`src/rtl/arl_pkg.sv`:
```
// Shared types and constants of the ACK/retry link controller.
// Depends on nothing; the top level, the line parser and the protocol engine import it.
package arl_pkg;

	typedef enum logic [1:0] {
		OP_BYTE  = 2'd0,
		OP_TICK  = 2'd1,
		OP_FRAME = 2'd2
	} op_t;

	typedef enum logic [2:0] {
		ACT_NONE    = 3'd0,
		ACT_SEND    = 3'd1,
		ACT_NACK    = 3'd2,
		ACT_TIMEOUT = 3'd3,
		ACT_PAUSED  = 3'd4,
		ACT_RESUMED = 3'd5,
		ACT_ACKED   = 3'd6
	} act_t;

	typedef enum logic [2:0] {
		PH_LEAD   = 3'd0,
		PH_PREFIX = 3'd1,
		PH_GAP    = 3'd2,
		PH_DIGITS = 3'd3,
		PH_TAIL   = 3'd4,
		PH_REJECT = 3'd5
	} ph_t;

	// What the front end hands to the protocol engine for one item
	typedef enum logic [1:0] {
		EV_NONE  = 2'd0,
		EV_LINE  = 2'd1,
		EV_TICK  = 2'd2,
		EV_FRAME = 2'd3
	} ev_kind_t;

	typedef struct packed {
		ev_kind_t    kind;
		logic        is_nack;
		logic [31:0] id;
	} ev_t;

	typedef struct packed {
		act_t        action;
		logic [31:0] frame_number;
		logic        ack_pending;
		logic        link_paused;
		logic [7:0]  retry_count;
	} res_t;

	// Configuration register indexes
	localparam logic CFG_ACK_TIMEOUT = 1'b0;
	localparam logic CFG_MAX_RETRIES = 1'b1;

	localparam logic [15:0] ACK_TIMEOUT_RST = 16'd5000;
	localparam logic [7:0]  MAX_RETRIES_RST = 8'd5;

	localparam logic [7:0] CH_LF    = 8'h0A;
	localparam logic [7:0] CH_CR    = 8'h0D;
	localparam logic [7:0] CH_SPACE = 8'h20;
	localparam logic [7:0] CH_TAB   = 8'h09;
	localparam logic [7:0] CH_VT    = 8'h0B;
	localparam logic [7:0] CH_FF    = 8'h0C;
	localparam logic [7:0] CH_PLUS  = 8'h2B;
	localparam logic [7:0] CH_MINUS = 8'h2D;
	localparam logic [7:0] CH_ZERO  = 8'h30;
	localparam logic [7:0] CH_NINE  = 8'h39;
	localparam logic [7:0] CH_A     = 8'h41;
	localparam logic [7:0] CH_C     = 8'h43;
	localparam logic [7:0] CH_K     = 8'h4B;
	localparam logic [7:0] CH_N     = 8'h4E;

	localparam logic [31:0] VAL_SAT = 32'h8000_0000;
	localparam logic [31:0] VAL_MAX = 32'h7FFF_FFFF;

endpackage

```
`src/rtl/ack_retry_link_controller.sv`:
```
// Top level of the ACK/retry link controller: line parser front end,
// event queue, protocol engine and result queue. Uses arl_pkg.
//
//   channel   | handshake          | payload
//   ----------+--------------------+--------------------------------------------
//   input     | push / full        | opcode, rx_byte
//   result    | pop / empty        | action, frame_number, ack_pending,
//             |                    | link_paused, retry_count
//   config    | cfg_we             | cfg_idx, cfg_data
//
// One item accepted per cycle while full is low, one result per item, sustained while pop keeps up.
// A result passes the event queue, which registers the event, the protocol engine,
// which handles one a cycle while the result queue is not full, and the result queue.
// Reset clears all state; the ACK timeout resets to 5000, max_retries to 5.
// Each queue holds two transactions; with pop low the result queue fills, then
// the event queue, and full rises.
module ack_retry_link_controller #(
	parameter int LINE_LIMIT = 200
) (
	input  logic        clk,
	input  logic        arst_n,
	input  logic        push,
	output logic        full,
	input  logic [1:0]  opcode,
	input  logic [7:0]  rx_byte,
	output logic        empty,
	input  logic        pop,
	output logic [2:0]  action,
	output logic [31:0] frame_number,
	output logic        ack_pending,
	output logic        link_paused,
	output logic [7:0]  retry_count,
	input  logic        cfg_we,
	input  logic        cfg_idx,
	input  logic [15:0] cfg_data
);
	import arl_pkg::*;

	localparam int EV_W  = $bits(ev_t);
	localparam int RES_W = $bits(res_t);

	ev_t              parser_ev, engine_ev;
	logic [EV_W-1:0]  ev_rdata;
	logic             take, ev_full, ev_empty, ev_pop;
	res_t             engine_res, head_res;
	logic [RES_W-1:0] res_rdata;
	logic             res_full, res_push;

	assign take = push && !ev_full;
	assign full = ev_full;

	arl_line_parser #(
		.LINE_LIMIT(LINE_LIMIT)
	) u_parser (
		.clk     (clk),
		.arst_n  (arst_n),
		.take    (take),
		.opcode  (opcode),
		.rx_byte (rx_byte),
		.ev      (parser_ev)
	);

	arl_fifo #(
		.WIDTH(EV_W),
		.DEPTH(2)
	) u_ev_q (
		.clk    (clk),
		.arst_n (arst_n),
		.push   (take),
		.wdata  (parser_ev),
		.full   (ev_full),
		.pop    (ev_pop),
		.rdata  (ev_rdata),
		.empty  (ev_empty)
	);

	assign engine_ev = ev_t'(ev_rdata);

	arl_protocol u_engine (
		.clk      (clk),
		.arst_n   (arst_n),
		.cfg_we   (cfg_we),
		.cfg_idx  (cfg_idx),
		.cfg_data (cfg_data),
		.ev       (engine_ev),
		.ev_valid (!ev_empty),
		.ev_pop   (ev_pop),
		.res_full (res_full),
		.res_push (res_push),
		.res      (engine_res)
	);

	arl_fifo #(
		.WIDTH(RES_W),
		.DEPTH(2)
	) u_res_q (
		.clk    (clk),
		.arst_n (arst_n),
		.push   (res_push),
		.wdata  (engine_res),
		.full   (res_full),
		.pop    (pop),
		.rdata  (res_rdata),
		.empty  (empty)
	);

	assign head_res     = res_t'(res_rdata);
	assign action       = head_res.action;
	assign frame_number = head_res.frame_number;
	assign ack_pending  = head_res.ack_pending;
	assign link_paused  = head_res.link_paused;
	assign retry_count  = head_res.retry_count;

endmodule

```
`src/rtl/arl_fifo.sv`:
```
// Small register FIFO used as the event queue and the result queue.
// Generic in width and depth; no package dependency.
module arl_fifo #(
	parameter int WIDTH = 8,
	parameter int DEPTH = 2
) (
	input  logic             clk,
	input  logic             arst_n,
	input  logic             push,
	input  logic [WIDTH-1:0] wdata,
	output logic             full,
	input  logic             pop,
	output logic [WIDTH-1:0] rdata,
	output logic             empty
);
	localparam int PW = (DEPTH > 1) ? $clog2(DEPTH) : 1;
	localparam int CW = $clog2(DEPTH + 1);

	logic [WIDTH-1:0] mem_q [DEPTH];
	logic [PW-1:0]    wr_ptr_q, rd_ptr_q;
	logic [CW-1:0]    count_q;
	logic             do_push, do_pop;

	function automatic logic [PW-1:0] next_ptr(input logic [PW-1:0] p);
		if (p == PW'(DEPTH - 1)) begin
			return '0;
		end
		return p + PW'(1);
	endfunction

	assign full    = (count_q == CW'(DEPTH));
	assign empty   = (count_q == '0);
	assign do_push = push && !full;
	assign do_pop  = pop && !empty;
	assign rdata   = mem_q[rd_ptr_q];

	always_ff @(posedge clk or negedge arst_n) begin
		if (!arst_n) begin
			wr_ptr_q <= '0;
			rd_ptr_q <= '0;
			count_q  <= '0;
		end else begin
			if (do_push) begin
				wr_ptr_q <= next_ptr(wr_ptr_q);
			end
			if (do_pop) begin
				rd_ptr_q <= next_ptr(rd_ptr_q);
			end
			if (do_push && !do_pop) begin
				count_q <= count_q + CW'(1);
			end else if (do_pop && !do_push) begin
				count_q <= count_q - CW'(1);
			end
		end
	end

	always_ff @(posedge clk) begin
		if (do_push) begin
			mem_q[wr_ptr_q] <= wdata;
		end
	end

	a_count_bound: assert property (@(posedge clk) disable iff (!arst_n)
		count_q <= CW'(DEPTH))
		else $error("fifo occupancy above depth");

endmodule

```
`src/rtl/arl_line_parser.sv`:
```
// Front end: assembles received bytes into lines and classifies each item
// into an event for the protocol engine. Uses arl_pkg.
module arl_line_parser #(
	parameter int LINE_LIMIT = 200
) (
	input  logic           clk,
	input  logic           arst_n,
	input  logic           take,
	input  logic [1:0]     opcode,
	input  logic [7:0]     rx_byte,
	output arl_pkg::ev_t   ev
);
	import arl_pkg::*;

	localparam logic [7:0] LIMIT = 8'(LINE_LIMIT);

	logic [7:0]  line_len_q, line_len_d;
	ph_t         phase_q, phase_d;
	logic [2:0]  pfx_pos_q, pfx_pos_d;
	logic        is_nack_q, is_nack_d;
	logic [31:0] pval_q, pval_d;
	logic        vneg_q, vneg_d;
	logic        content_q, content_d;

	function automatic logic is_blank(input logic [7:0] c);
		return c == CH_SPACE || c == CH_TAB || c == CH_VT || c == CH_FF;
	endfunction

	function automatic logic is_digit(input logic [7:0] c);
		return c >= CH_ZERO && c <= CH_NINE;
	endfunction

	// Expected prefix character at position pos of "ACK " or "NACK "
	function automatic logic [7:0] prefix_char(input logic nack, input logic [2:0] pos);
		logic [7:0] ch;
		ch = CH_SPACE;
		case (pos)
			3'd0: ch = nack ? CH_N : CH_A;
			3'd1: ch = nack ? CH_A : CH_C;
			3'd2: ch = nack ? CH_C : CH_K;
			3'd3: ch = nack ? CH_K : CH_SPACE;
			default: ch = CH_SPACE;
		endcase
		return ch;
	endfunction

	// value * 10 + digit, saturated at 2^31
	function automatic logic [31:0] add_digit(input logic [31:0] v, input logic [7:0] c);
		logic [35:0] sum;
		sum = (36'(v) << 3) + (36'(v) << 1) + 36'(c[3:0]);
		if (sum > 36'(VAL_SAT)) begin
			return VAL_SAT;
		end
		return sum[31:0];
	endfunction

	always_comb begin
		logic [2:0] plen;
		line_len_d = line_len_q;
		phase_d    = phase_q;
		pfx_pos_d  = pfx_pos_q;
		is_nack_d  = is_nack_q;
		pval_d     = pval_q;
		vneg_d     = vneg_q;
		content_d  = content_q;
		plen       = is_nack_q ? 3'd5 : 3'd4;

		ev.kind    = EV_NONE;
		ev.is_nack = is_nack_q;
		if (vneg_q) begin
			ev.id = 32'd0 - pval_q;
		end else if (pval_q > VAL_MAX) begin
			ev.id = VAL_MAX;
		end else begin
			ev.id = pval_q;
		end

		case (op_t'(opcode))
			OP_BYTE: begin
				if (rx_byte == CH_LF) begin
					ev.kind    = content_q ? EV_LINE : EV_NONE;
					line_len_d = '0;
					phase_d    = PH_LEAD;
					pfx_pos_d  = '0;
					is_nack_d  = 1'b0;
					pval_d     = '0;
					vneg_d     = 1'b0;
					content_d  = 1'b0;
				end else if (rx_byte != CH_CR && line_len_q < LIMIT) begin
					line_len_d = line_len_q + 8'd1;
					case (phase_q)
						PH_LEAD: begin
							if (!is_blank(rx_byte)) begin
								if (rx_byte == CH_A || rx_byte == CH_N) begin
									is_nack_d = (rx_byte == CH_N);
									pfx_pos_d = 3'd1;
									phase_d   = PH_PREFIX;
								end else begin
									phase_d = PH_REJECT;
								end
							end
						end
						PH_PREFIX: begin
							if (pfx_pos_q >= plen ||
								rx_byte != prefix_char(is_nack_q, pfx_pos_q)) begin
								phase_d = PH_REJECT;
							end else begin
								pfx_pos_d = pfx_pos_q + 3'd1;
								if (pfx_pos_q + 3'd1 == plen) begin
									phase_d = PH_GAP;
								end
							end
						end
						PH_GAP: begin
							if (!is_blank(rx_byte)) begin
								content_d = 1'b1;
								if (rx_byte == CH_PLUS || rx_byte == CH_MINUS) begin
									vneg_d  = (rx_byte == CH_MINUS);
									phase_d = PH_DIGITS;
								end else if (is_digit(rx_byte)) begin
									pval_d  = add_digit(pval_q, rx_byte);
									phase_d = PH_DIGITS;
								end else begin
									phase_d = PH_TAIL;
								end
							end
						end
						PH_DIGITS: begin
							if (is_digit(rx_byte)) begin
								pval_d = add_digit(pval_q, rx_byte);
							end else begin
								phase_d = PH_TAIL;
							end
						end
						default: begin
						end
					endcase
				end
			end
			OP_TICK:  ev.kind = EV_TICK;
			OP_FRAME: ev.kind = EV_FRAME;
			default:  ev.kind = EV_NONE;
		endcase
	end

	always_ff @(posedge clk or negedge arst_n) begin
		if (!arst_n) begin
			line_len_q <= '0;
			phase_q    <= PH_LEAD;
			pfx_pos_q  <= '0;
			is_nack_q  <= 1'b0;
			pval_q     <= '0;
			vneg_q     <= 1'b0;
			content_q  <= 1'b0;
		end else if (take) begin
			line_len_q <= line_len_d;
			phase_q    <= phase_d;
			pfx_pos_q  <= pfx_pos_d;
			is_nack_q  <= is_nack_d;
			pval_q     <= pval_d;
			vneg_q     <= vneg_d;
			content_q  <= content_d;
		end
	end

	a_prefix_pos: assert property (@(posedge clk) disable iff (!arst_n)
		(phase_q == PH_PREFIX) |-> (pfx_pos_q >= 3'd1 && pfx_pos_q <= 3'd4))
		else $error("prefix position out of range while matching prefix");

	a_value_sat: assert property (@(posedge clk) disable iff (!arst_n)
		pval_q <= VAL_SAT)
		else $error("parsed magnitude above saturation point");

endmodule

```
`src/rtl/arl_protocol.sv`:
```
// Back end: stop-and-wait state (frame number, wait, pause, retries, timer)
// and the configuration registers. Uses arl_pkg.
module arl_protocol (
	input  logic          clk,
	input  logic          arst_n,
	input  logic          cfg_we,
	input  logic          cfg_idx,
	input  logic [15:0]   cfg_data,
	input  arl_pkg::ev_t  ev,
	input  logic          ev_valid,
	output logic          ev_pop,
	input  logic          res_full,
	output logic          res_push,
	output arl_pkg::res_t res
);
	import arl_pkg::*;

	logic [15:0] timeout_q;
	logic [7:0]  max_retries_q;
	logic [31:0] fc_q, fc_d;
	logic        waiting_q, waiting_d;
	logic        paused_q, paused_d;
	logic [7:0]  ts_q, ts_d;
	logic [15:0] elapsed_q, elapsed_d;
	logic        go;

	assign go       = ev_valid && !res_full;
	assign ev_pop   = go;
	assign res_push = go;

	always_comb begin
		logic [7:0] ts_inc;
		act_t       act;
		fc_d      = fc_q;
		waiting_d = waiting_q;
		paused_d  = paused_q;
		ts_d      = ts_q;
		elapsed_d = elapsed_q;
		act       = ACT_NONE;
		ts_inc    = (ts_q != 8'hFF) ? ts_q + 8'd1 : ts_q;

		case (ev.kind)
			EV_TICK: begin
				if (elapsed_q != 16'hFFFF) begin
					elapsed_d = elapsed_q + 16'd1;
				end
				if (waiting_q && elapsed_q >= timeout_q) begin
					ts_d = ts_inc;
					if (ts_inc >= max_retries_q) begin
						paused_d  = 1'b1;
						waiting_d = 1'b0;
						act       = ACT_PAUSED;
					end else if (!paused_q) begin
						elapsed_d = '0;
						waiting_d = 1'b1;
						act       = ACT_TIMEOUT;
					end
				end
			end
			EV_FRAME: begin
				if (!waiting_q) begin
					fc_d = fc_q + 32'd1;
					if (!paused_q) begin
						elapsed_d = '0;
						waiting_d = 1'b1;
						act       = ACT_SEND;
					end
				end
			end
			EV_LINE: begin
				if (!ev.is_nack) begin
					if (ev.id == fc_q) begin
						waiting_d = 1'b0;
						ts_d      = '0;
						act       = ACT_ACKED;
					end
					if (paused_q) begin
						paused_d  = 1'b0;
						ts_d      = '0;
						waiting_d = 1'b0;
						act       = ACT_RESUMED;
					end
				end else if (ev.id == fc_q && !paused_q) begin
					elapsed_d = '0;
					waiting_d = 1'b1;
					act       = ACT_NACK;
				end
			end
			default: begin
			end
		endcase

		res.action       = act;
		res.frame_number = fc_d;
		res.ack_pending  = waiting_d;
		res.link_paused  = paused_d;
		res.retry_count  = ts_d;
	end

	always_ff @(posedge clk or negedge arst_n) begin
		if (!arst_n) begin
			timeout_q     <= ACK_TIMEOUT_RST;
			max_retries_q <= MAX_RETRIES_RST;
		end else if (cfg_we) begin
			case (cfg_idx)
				CFG_ACK_TIMEOUT: timeout_q     <= cfg_data;
				CFG_MAX_RETRIES: max_retries_q <= cfg_data[7:0];
				default: begin
				end
			endcase
		end
	end

	always_ff @(posedge clk or negedge arst_n) begin
		if (!arst_n) begin
			fc_q      <= '0;
			waiting_q <= 1'b0;
			paused_q  <= 1'b0;
			ts_q      <= '0;
			elapsed_q <= '0;
		end else if (go) begin
			fc_q      <= fc_d;
			waiting_q <= waiting_d;
			paused_q  <= paused_d;
			ts_q      <= ts_d;
			elapsed_q <= elapsed_d;
		end
	end

	a_wait_xor_pause: assert property (@(posedge clk) disable iff (!arst_n)
		!(waiting_q && paused_q))
		else $error("link waiting for an ACK while paused");

	a_frame_step: assert property (@(posedge clk) disable iff (!arst_n)
		(fc_q != $past(fc_q)) |-> (fc_q == $past(fc_q) + 32'd1))
		else $error("frame number moved by other than one");

endmodule
```
`config.mk`:
```
export PLATFORM = sky130hd
export DESIGN_NAME = ack_retry_link_controller
export DESIGN_NICKNAME = d
export VERILOG_FILES = /design/src/rtl/arl_pkg.sv /design/src/rtl/ack_retry_link_controller.sv /design/src/rtl/arl_fifo.sv /design/src/rtl/arl_line_parser.sv /design/src/rtl/arl_protocol.sv
export SDC_FILE = /design/constraint.sdc
export NUM_CORES = 1
export LEC_CHECK = 0
export BUFFER_PORTS_ARGS = -buffer_cell sky130_fd_sc_hd__buf_2
export CORE_MARGIN = 4
export CORE_UTILIZATION = 35
export CTS_CLUSTER_SIZE = 8
export DETAILED_ROUTE_END_ITERATION = 10
export GPL_TIMING_DRIVEN = 0
export PLACE_DENSITY = 0.55
export SLEW_MARGIN = 20
export SYNTH_ARGS = -nofsm -noshare
export SYNTH_HDL_FRONTEND = slang
export SYNTH_SLANG_ARGS = --single-unit
```
`constraint.sdc`:
```
create_clock -name clk -period 8.7 [get_ports clk]
set_clock_uncertainty 0.2 [all_clocks]
set_input_delay 1.305 -clock clk [delete_from_list [all_inputs] [get_ports clk]]
set_output_delay 1.305 -clock clk [all_outputs]
set_load 0.005 [all_outputs]
```
# Word level (Yosys, flattened, before mapping)
# Memories as Yosys holds them, arrays and structs flattened.
# Cells that the tools add are included.
[totals] register_bits=139 latch_bits=0 ramBits=160 romBits=0 input_bits=32 output_inout_bits=47 word_cells=279 memories=2
[memory_table] name="u_res_q.mem_q" depth=2 width=45 read_ports=1 rd_clocked_by_memory_dff=0 wr=1 line_no="arl_fifo.sv:19" source="logic [WIDTH-1:0] mem_q [DEPTH];"
[memory_table] name="u_ev_q.mem_q" depth=2 width=35 read_ports=1 rd_clocked_by_memory_dff=0 wr=1 line_no="arl_fifo.sv:19"
[classes] add_sub_neg=16 mul=0 div_mod_pow=0 n_lt_le_gt_ge=8 n_eq_ne=42 n_shift=0 muxes=135 bitwise=1 reduce_logical=55
[op_table] cell="32-bit two-way mux" n=13
[op_table] cell="16-bit two-way mux" n=8
[op_table] cell="8-bit two-way mux" n=11
[op_table] cell="32-bit one-hot mux with 2 select lines" n=1
[op_table] cell="3-bit two-way mux" n=21
[op_table] cell="1-bit two-way mux" n=61
[op_table] cell="16-bit one-hot mux with 3 select lines" n=1
[op_table] cell="35-bit by 33-bit adder with 36-bit output" n=1
[op_table] cell="36-bit by 4-bit adder with 36-bit output" n=1
[op_table] cell="36-bit by 32-bit greater-than comparator with 1-bit output, second input constant" n=1
[op_table] cell="32-bit by 1-bit adder with 32-bit output, second input constant" n=1
[op_table] cell="32-bit equality test" n=1
[op_table] cell="8-bit by 4-bit equality test with 1-bit output, second input constant" n=4
[op_table] cell="32-bit by 31-bit greater-than comparator with 1-bit output, second input constant" n=1
[op_table] cell="8-bit one-hot mux with 4 select lines" n=1
[op_table] cell="1-bit by 32-bit subtractor with 32-bit output, first input constant" n=1
[op_table] cell="8-bit by 6-bit equality test with 1-bit output, second input constant" n=3
[op_table] cell="6-bit AND reduction" n=3
[op_table] cell="16-bit by 1-bit adder with 16-bit output, second input constant" n=1
[op_table] cell="8-bit by 1-bit adder with 8-bit output, second input constant" n=2
[op_table] cell="8-bit by 7-bit equality test with 1-bit output, second input constant" n=2
[op_table] cell="16-bit >= comparator" n=1
[op_table] cell="2-bit two-way mux" n=8
[op_table] cell="16-bit inequality test, second input constant" n=1
[op_table] cell="other kinds (45)" n=108

# Logic depth before layout (Yosys ltp)
# Gate-level depths: netlist (run 1).
[logic_depth] word_depth=18 mapped_depth=16 depth_no_buf=15

# Cells and area by module
# Synthesis (run 1) repeated with hierarchy kept, for this count alone.
[hier_totals] cells_unflattened=1694 area_unflattened_um2=18270.0
[by_module_without_submodules] module="arl_line_parser" n_inst=1 cells_each=763 area_each_um2=6005.8 seq_area_each_um2=1226.2
[by_module_without_submodules] module="arl_protocol" n_inst=1 cells_each=642 area_each_um2=5730.5 seq_area_each_um2=2060.7
[by_module_without_submodules] module="arl_fifo at u_res_q" n_inst=1 cells_each=159 area_each_um2=3643.5 seq_area_each_um2=2802.7
[by_module_without_submodules] module="arl_fifo at u_ev_q" n_inst=1 cells_each=128 area_each_um2=2872.8 seq_area_each_um2=2202.1
[by_module_without_submodules] module="ack_retry_link_controller" n_inst=1 cells_each=2 area_each_um2=17.5 seq_area_each_um2=0.0

# Least setup slack after synthesis (run 1)
# Ideal clock, no wire load.
[synth_path] kind="input to register" start="input port rx_byte[3]" end="register u_parser.pval_q[10]" setup_time_ns=0.068 arrival_time_ns=4.373 required_ns=8.432 slack_ns=4.059 cell_stages=13 n_path_buf=1 path_cell_list="inv_2 fa_1 fa_1 nand2b_1 a21oi_1 o21ai_1 a2111oi_0 nand4_1 nand4_1 o211ai_1 nor3_1 clkbuf_1 a32o_1"
[synth_between] elab_chain_len=17 elab_cells_between_ends=46 classes_between="add/sub (1); order compare (3); eq/ne (12); mux (21); reduce/logical (9)"
[synth_rtl] element="start, declared" line_no="ack_retry_link_controller.sv:25" source="input logic [7:0] rx_byte,"
[synth_rtl] element="36-bit by 4-bit adder with 36-bit output" line_no="arl_line_parser.sv:50" source="sum = (36'(v) << 3) + (36'(v) << 1) + 36'(c[3:0]);"
[synth_rtl] element="36-bit by 32-bit greater-than comparator with 1-bit output" line_no="arl_line_parser.sv:51" source="if (sum > 36'(VAL_SAT)) begin"
[synth_rtl] element="1-bit two-way mux" line_no="arl_line_parser.sv:51"
[synth_rtl] element="1-bit two-way mux" line_no="arl_line_parser.sv:120, arl_line_parser.sv:129"
[synth_rtl] element="1-bit two-way mux" line_no="arl_line_parser.sv:117" source="if (rx_byte == CH_PLUS || rx_byte == CH_MINUS) begin"
[synth_rtl] element="1-bit two-way mux" line_no="arl_line_parser.sv:115" source="if (!is_blank(rx_byte)) begin"
[synth_rtl] element="1-bit two-way mux" line_no="arl_line_parser.sv:91" source="case (phase_q)"
[synth_rtl] element="1-bit two-way mux" line_no="arl_line_parser.sv:89" source="end else if (rx_byte != CH_CR && line_len_q < LIMIT) begin"
[synth_rtl] element="1-bit two-way mux" line_no="arl_line_parser.sv:80" source="if (rx_byte == CH_LF) begin"
[synth_rtl] element="1-bit two-way mux" line_no="arl_line_parser.sv:78" source="case (op_t'(opcode))"
[synth_rtl] element="32-bit two-way mux" line_no="arl_line_parser.sv:54" source="return sum[31:0];"
[synth_rtl] element="32-bit two-way mux" line_no="arl_line_parser.sv:120" source="end else if (is_digit(rx_byte)) begin"
[synth_rtl] element="32-bit two-way mux" line_no="arl_line_parser.sv:117"
[synth_rtl] element="32-bit two-way mux" line_no="arl_line_parser.sv:115"
[synth_rtl] element="32-bit one-hot mux with 2 select lines" line_no="arl_line_parser.sv:91"
[synth_rtl] element="32-bit two-way mux" line_no="arl_line_parser.sv:89"
[synth_rtl] element="32-bit two-way mux" line_no="arl_line_parser.sv:80"
[synth_rtl] element="end signal, assigned" line_no="arl_line_parser.sv:160" source="pval_q <= pval_d;"
[synth_rtl] element="end, declared" line_no="arl_line_parser.sv:21" source="logic [31:0] pval_q, pval_d;"
# Parallel ways exist; a longest one is shown, timed or not. The select of a mux whose other input is x is not followed.
# A chain may end at the register's enable or synchronous reset.

# Worst setup path in the final report (run 1)
[layout_path] start="input port rx_byte[3]" end="register u_parser.pval_q[28]"
# Same word-level chain as after synthesis.

==> results of run 1 <==
registers in the layout, summed over array words and instances (netlist names), 2 cells and up:
name                    flops
u_ev_q.mem_q               70
u_parser.pfx_pos_q          3
u_parser.phase_q            3
u_ev_q.count_q              2
u_engine.max_retries_q      8
u_engine.ts_q               8
u_engine.elapsed_q         16
u_engine.timeout_q         16
u_res_q.count_q             2
u_parser.pval_q            32
u_parser.line_len_q         8
u_res_q.mem_q              90
u_engine.fc_q              32
cell usage after synthesis, types with 19 or more instances:
master / number
a32o_1: 31
nand3_1: 49
mux2_2: 56
nand2_1: 122
xnor2_1: 82
mux2i_1: 47
edfxtp_1: 160
inv_1: 61
a21o_1: 23
nor3_1: 44
nor2_1: 101
xor2_1: 66
clkbuf_1: 65
dfrtp_1: 132
a21oi_1: 80
o21ai_0: 65
and3_1: 22
a31oi_1: 22
nand4_1: 37
ha_1: 106
o21ai_1: 19
through the flow:
step | setup WS, ns | hold slack, ns
global route | 3.17 | 0.322
CTS | 3.30 | 0.303
finish | 3.30 | 0.301
global placement | 2.83 | 0.273
detailed placement | 2.77 | 0.292
floorplan | 4.06 | 0.256
layer usage:
metal | part of all wire [%] | up-vias | GRT usage (%)
met3 | 4.2 | 71 | 2.55
met2 | 46 | 243 | 24.1
li1 | - | 6156 | -
met4 | 2.4 | 6 | 4.37
met1 | 47 | 5924 | 20.2
met5 | 0.11 | - | 0
layout make-up:
| type | instances | area (um2) |
|---|---|---|
| Tap cell | 615 | 769 |
| Buffer | 77 | 302 |
| Timing Repair Buffer | 82 | 503 |
| Clock inverter | 2 | 38.8 |
| Clock buffer | 75 | 1200 |
| Fill cell | 4597 | 28400 |
| Multi-Input combinational cell | 1157 | 8310 |
| Sequential cell | 299 | 8290 |
| Inverter | 64 | 240 |
worst reg2reg max path, stage by stage, from the launching register on:
cell and delay [ns]:
dfrtp_1 0.54, inv_1 0.13, fa_1 0.51, fa_1 0.49
nand2b_1 0.19, a21oi_1 0.27, o21ai_1 0.19, a2111oi_0 0.90
nand4_1 0.19, nand4_1 0.15, o211ai_1 0.24, nor3_1 0.30
clkbuf_1 0.43, a32o_1 0.26
logic make-up (layout without fill, tap and decap cells):
logic type,count (synthesis),count (layout)
simple gates,454,454
mux,103,103
flops,299,299
fa+ha+maj,108,108
buf+inv,141,300
compound gates,344,344
xor+xnor,148,148
worst paths after layout:
kind,from,end,slack (ns)
min,u_ev_q.count_q[1],u_ev_q.count_q[1],0.30
max in group asynchronous,arst_n,u_engine.fc_q[19],6.97
min reg2reg,u_ev_q.count_q[1],u_ev_q.count_q[1],0.30
min in group asynchronous,arst_n,u_parser.pfx_pos_q[1],0.59
max reg2reg,u_parser.pval_q[2],u_parser.pval_q[28],3.65
max,rx_byte[3],u_parser.pval_q[28],3.30
power by group through the flow:
| stage | clock, W | sequential [W] | combinational (W) |
|---|---|---|---|
| 4_1_cts | 0.00158 | 0.00210 | 0.00160 |
| 2_1_floorplan | 0 | 0.00210 | 0.00103 |
| 6_report | 0.00153 | 0.00209 | 0.00156 |
| 3_3_place_gp | 0 | 0.00213 | 0.00152 |
| 3_5_place_dp | 0 | 0.00212 | 0.00159 |
| 5_1_grt | 0.00165 | 0.00213 | 0.00173 |
==> impl_metrics.ini, run 1 <==
[clock_network]
cts_setup_buffers = 0
worstSkewPairLatency_ns = 0.53
cts_tree = yes
cts_hold_buffers = 0
cts_buffers = 43
cts_resized = 0
cts.sinks = 299
htreeDepth = 2
clk_path_buf_depth = 3
path_clk_slew_ns = 0.05
root_buffer = clkbuf_16

[timing]
rsz0062_at_grt = no
fmax_mhz = 185
slew_viol_final = 0
setup_viol = 0
period_minus_slack_ns = 5.40
worst_pin_slew_ns = 1.00
tns_ns = 0
fin_crit_sh_pct = 62.0
max_slew_margin_pct = 31.3
finalHoldViolCount = 0

[power_and_ir_drop]
clock_power_share_pct = 29.6
p_leak_nw = 8.43
ir_drop_mv = 0.154
seq_power_share_pct = 40.4
p_sw_w = 0.00162
netSwitchingFraction_pct = 31.2
cellPowerDensity_nw_per_um2 = 264
p_int_w = 0.00357
comb_power_share_pct = 30.0
finalPower_w = 0.00518

[setup_path]
crit_fanout = 10
crit_path_cell_trace = buf_2 > inv_2 > fa_1 > fa_1 > nand2b_1 > a21oi_1 > o21ai_1 > a2111oi_0 > nand4_1 > nand4_1 > o211ai_1 > nor3_1 > clkbuf_1 > a32o_1
slowest_stage = a2111oi_0
worstRegToRegCells = 13
critPathArrivalTime_ns = 5.66
crit_type = primary input to flop
cpPeakStageDelay_ns = 0.90
crit_family = compound AO/OA/AOI/OAI gates
crit_required_ns = 8.96
path_depth = 14
path_buf_inv = 3
crit_path_start_kind = primary input
cp-end-kind = flop

[floorplanning]
die_w_um = 229
num_rows = 80
dieArea_um2 = 52500
io_pins = 79
core_um2 = 48000
initial_core_util_pct = 35.6
die_y_um = 229

[placed_design]
post-dp-hpwl_um = 29200
gp_congestion = 0.882
io_buffers = 77
postPlaceCellArea_um2 = 18400
post-place-cells = 2294

[logic_synthesis]
syn_inst = 1597
ys_ff_latch = 299
synthMuxAreaShare_pct = 6.43
synth_compound_area_share_pct = 13.4
synthTopCellsByArea = edfxtp_1, dfrtp_1, ha_1, xnor2_1, mux2_2
synth_top_area_share_pct = 28.1
netlist.top_cell.by_area = edfxtp_1
ys_warn_count = 0
synth-seq-area-share_pct = 48.5
synth_top_flop_cell = edfxtp_1
synth-simple-area-share_pct = 13.0
synth_area_um2 = 17100
yosysUniqueCellTypes = 71
async_reset_ff_share_pct = 46.5
synthAdderAreaFrac_pct = 7.98
avgSynthCellArea_um2 = 10.7
synth_nets = 1737
synth_edf_count = 160
synth_xor_area_share_pct = 7.58
synth_top_family_by_area = compound AO/OA/AOI/OAI gates

[finish]
area_delta_synth_final_pct = 14.8
layout_commonest_cell = edfxtp_1
fin_area_um2 = 19600
final_cell_mix = edfxtp_1, dfrtp_1, nand2_1, ha_1, nor2_1
drive_above_1_share_pct = 12.0
fin_util_pct = 40.9
nets = 1864
stdcell_count = 2371
n_antenna_cell = 0

[detailed_routing]
drt_iter0_markers = 882
vias_per_cell = 5.23
finalWirelength_um = 39300
wl_per_cell_um = 16.6
drtAntennaViolNets = 0
post-route-drc-count = 0
drtPass1Iterations = 5
vias = 12400

[grt]
grt_overflow = 0
grt_usage_pct = 14.8
grt_max_degree = 82
grt_pass1_wl_um = 64300
antenna_found_initial = 3
grt_pass1_vias = 12200

[hold_path]
hold_depth = 1
hp-class = flop to flop

[run_status]
status = finished, final reports clean

[job]
maxCapViolCount = 0
Power figures use the tool's default switching activity.
==> run 2: changes to the inputs <==
- ABC_AREA: unset -> 1
- clock period: 8.7 -> 5.4 ns (I/O delays scaled with it)
==> impl_metrics.ini, run 2 <==
[logic_synthesis]
avgSynthCellArea_um2 = 7.76
syn_inst = 2440
synth_area_um2 = 18900
synth_nets = 2580
ys_warn_count = 0
synth_top_flop_cell = edfxtp_1
synth_edf_count = 160
ys_ff_latch = 299
synth-seq-area-share_pct = 43.8
synth_top_area_share_pct = 25.4
synth.most_common_cell = nand2_1
yosysUniqueCellTypes = 56
netlist.top_cell.by_area = edfxtp_1
synth_commonest_cells = nand2_1, inv_1, nor2_1, edfxtp_1, dfrtp_1
async_reset_ff_share_pct = 46.5
synthTopCellsByArea = edfxtp_1, dfrtp_1, nand2_1, ha_1, inv_1

[grt]
grt_overflow = 0
grt_pass1_vias = 15600
grt_pass1_wl_um = 80200
met3_usage_pct = 1.60
grt_max_degree = 82
grt_usage_pct = 17.0
grt_use_met2_pct = 29.6
antenna_found_initial = 0
grt_busiest_layer = met2
grt_util_met1_pct = 22.7

[detailed_routing]
vias_per_cell = 4.86
wl_per_cell_um = 15.0
drtAntennaViolNets = 0
drt_iter0_markers = 915
finalWirelength_um = 49400
drtPass1Iterations = 5
vias = 16000
post-route-drc-count = 0

[power_and_ir_drop]
cellPowerDensity_nw_per_um2 = 385
comb_power_share_pct = 30.7
netSwitchingFraction_pct = 34.4
p_leak_nw = 10.4
p_int_w = 0.00545
p_sw_w = 0.00286
ir_drop_mv = 0.210
clock_power_share_pct = 30.1
seq_power_share_pct = 39.2

[finish]
n_antenna_cell = 0
largest_register = u_res_q.mem_q
final_cell_mix = nand2_1, inv_1, nor2_1, edfxtp_1, dfrtp_1
area_delta_synth_final_pct = 14.2
nets = 2709
reg_top3 = u_res_q.mem_q: 90 flops, u_ev_q.mem_q: 70 flops
largest_reg_flops = 90
layout_commonest_cell = nand2_1
fin_util_pct = 40.7
drive_above_1_share_pct = 9.30

[timing]
period_minus_slack_ns = 3.82
rsz0062_at_grt = no
fmax_mhz = 262
setup_viol = 0
slew_viol_final = 0
fin_crit_sh_pct = 70.8
tns_ns = 0
worst_pin_slew_ns = 0.791
max_slew_margin_pct = 46.7
setup_ws_ns = 1.58
finalHoldViolCount = 0
fin_hold_ws_ns = 0.292

[floorplanning]
io_pins = 79
core_um2 = 53100
initial_core_util_pct = 35.7
die_y_um = 241
dieArea_um2 = 57900
die_w_um = 241
num_rows = 84

[setup_path]
crit_required_ns = 5.57
cp-end-kind = flop
crit_path_start_kind = flop
crit_type = flop to flop
rrSetupSlack_ns = 1.58
crit_fanout = 10
critPathArrivalTime_ns = 4.00
reg2reg_from = u_engine.ts_q[0]
reg2reg_to = u_engine.elapsed_q[9]
worstRegToRegCells = 16

[hold_path]
hp-start = u_engine.max_retries_q[6]
hold_path_end = u_engine.max_retries_q[6]
hold_depth = 2
hp-class = flop to flop

[run_status]
status = finished, final reports clean

[clock_network]
path_clk_slew_ns = 0.06
htreeDepth = 2
cts_buffers = 43
cts_tree = yes
worstSkewPairLatency_ns = 0.53
clk_path_buf_depth = 3
root_buffer = clkbuf_16
cts.sinks = 299

[job]
maxCapViolCount = 0

[placed_design]
gp_congestion = 0.909
dpl_worst_slack_ns = 1.10
post-dp-hpwl_um = 39000
io_buffers = 78
## run 2: cell count changes in the layout (fill, tap and decap cells not counted), moves of 47 or more
cell	previous run	this run
mux2_2	56	0
mux2i_1	47	0
xnor2_1	82	11
inv_1	61	320
o21ai_0	65	116
nand2_1	122	783
nor2_1	100	196
nand3_1	49	125
## run 2: final cells by class
cell class / instances / area (um2)
plain buffers: 56 / 298
clock buffers: 78 / 1260
repair buffers: 84 / 533
flip-flops and latches: 299 / 8290
multi-input cells: 1756 / 9130
well taps: 688 / 861
inverters: 329 / 1240
fillers: 5339 / 31500
## run 2: kinds of logic after synthesis
kind of cell / after synthesis / share of synthesized area [%]
AO/OA/AOI/OAI: 295 / 8.61
XOR/XNOR: 71 / 3.36
adder cells (fa/ha/maj): 108 / 7.22
buffers and inverters: 385 / 8.12
flip-flops: 299 / 43.8
AND/OR/NAND/NOR: 1282 / 28.9
## run 2: how the worst max path moves through the flow
| stage | startpoint | endpoint | slack (ns) |
|---|---|---|---|
| floorplan | u_res_q.count_q[1] | u_res_q.mem_q[0][0] | 1.89 |
| finish | u_engine.ts_q[0] | u_engine.elapsed_q[9] | 1.58 |
| global placement | u_res_q.count_q[1] | u_res_q.mem_q[0][25] | 0.24 |
| global route | u_engine.ts_q[1] | u_engine.elapsed_q[12] | 1.22 |
| CTS | u_ev_q.rd_ptr_q | u_res_q.mem_q[0][31] | 1.57 |
| detailed placement | rx_byte[3] | u_parser.pval_q[8] | 1.10 |
## run 2: critical path: stages, from the launching register on
cell      delay (ns)
dfrtp_1         0.41
ha_1            0.21
nand2_1         0.09
nor4_1          0.33
nand2_1         0.30
nand3_1         0.17
xor2_1          0.23
inv_1           0.07
ha_1            0.29
nand2_1         0.07
nor2_1          0.05
nand4_1         0.07
o2111a_1        0.30
nand3_1         0.10
nand2_1         0.20
clkbuf_1        0.40
o22ai_1         0.17
## run 2: power by group through the flow
| stage | Clock, W | Combinational (W) | Sequential (W) |
|---|---|---|---|
| floorplan | 0 | 0.00160 | 0.00327 |
| global placement | 0 | 0.00249 | 0.00333 |
| detailed placement | 0 | 0.00262 | 0.00330 |
| CTS | 0.00258 | 0.00263 | 0.00326 |
| global route | 0.00267 | 0.00290 | 0.00331 |
| finish | 0.00250 | 0.00256 | 0.00326 |
## run 2: timing repair
action                                 in CTS  in global routing
gates resized for setup                     0                  0
buffers inserted                            0                  0
hold buffers                                1                  0
endpoints found under the hold margin       6                  0
## run 2: metal layers
metal,routed length (um),vias up
met5,0,-
met4,1170,0
met3,1390,63
met2,23800,256
met1,23000,7432
li1,-,8254
## run 2: stage by stage
stage / cells / cell area [um2] / power (W)
2_1_floorplan: 2440 / 18900 / 0.00487
3_3_place_gp: 3206 / 20200 / 0.00582
3_5_place_dp: 3211 / 20300 / 0.00592
4_1_cts: 3290 / 21600 / 0.00847
5_1_grt: 3290 / 21600 / 0.00889
6_report: 3290 / 21600 / 0.00832
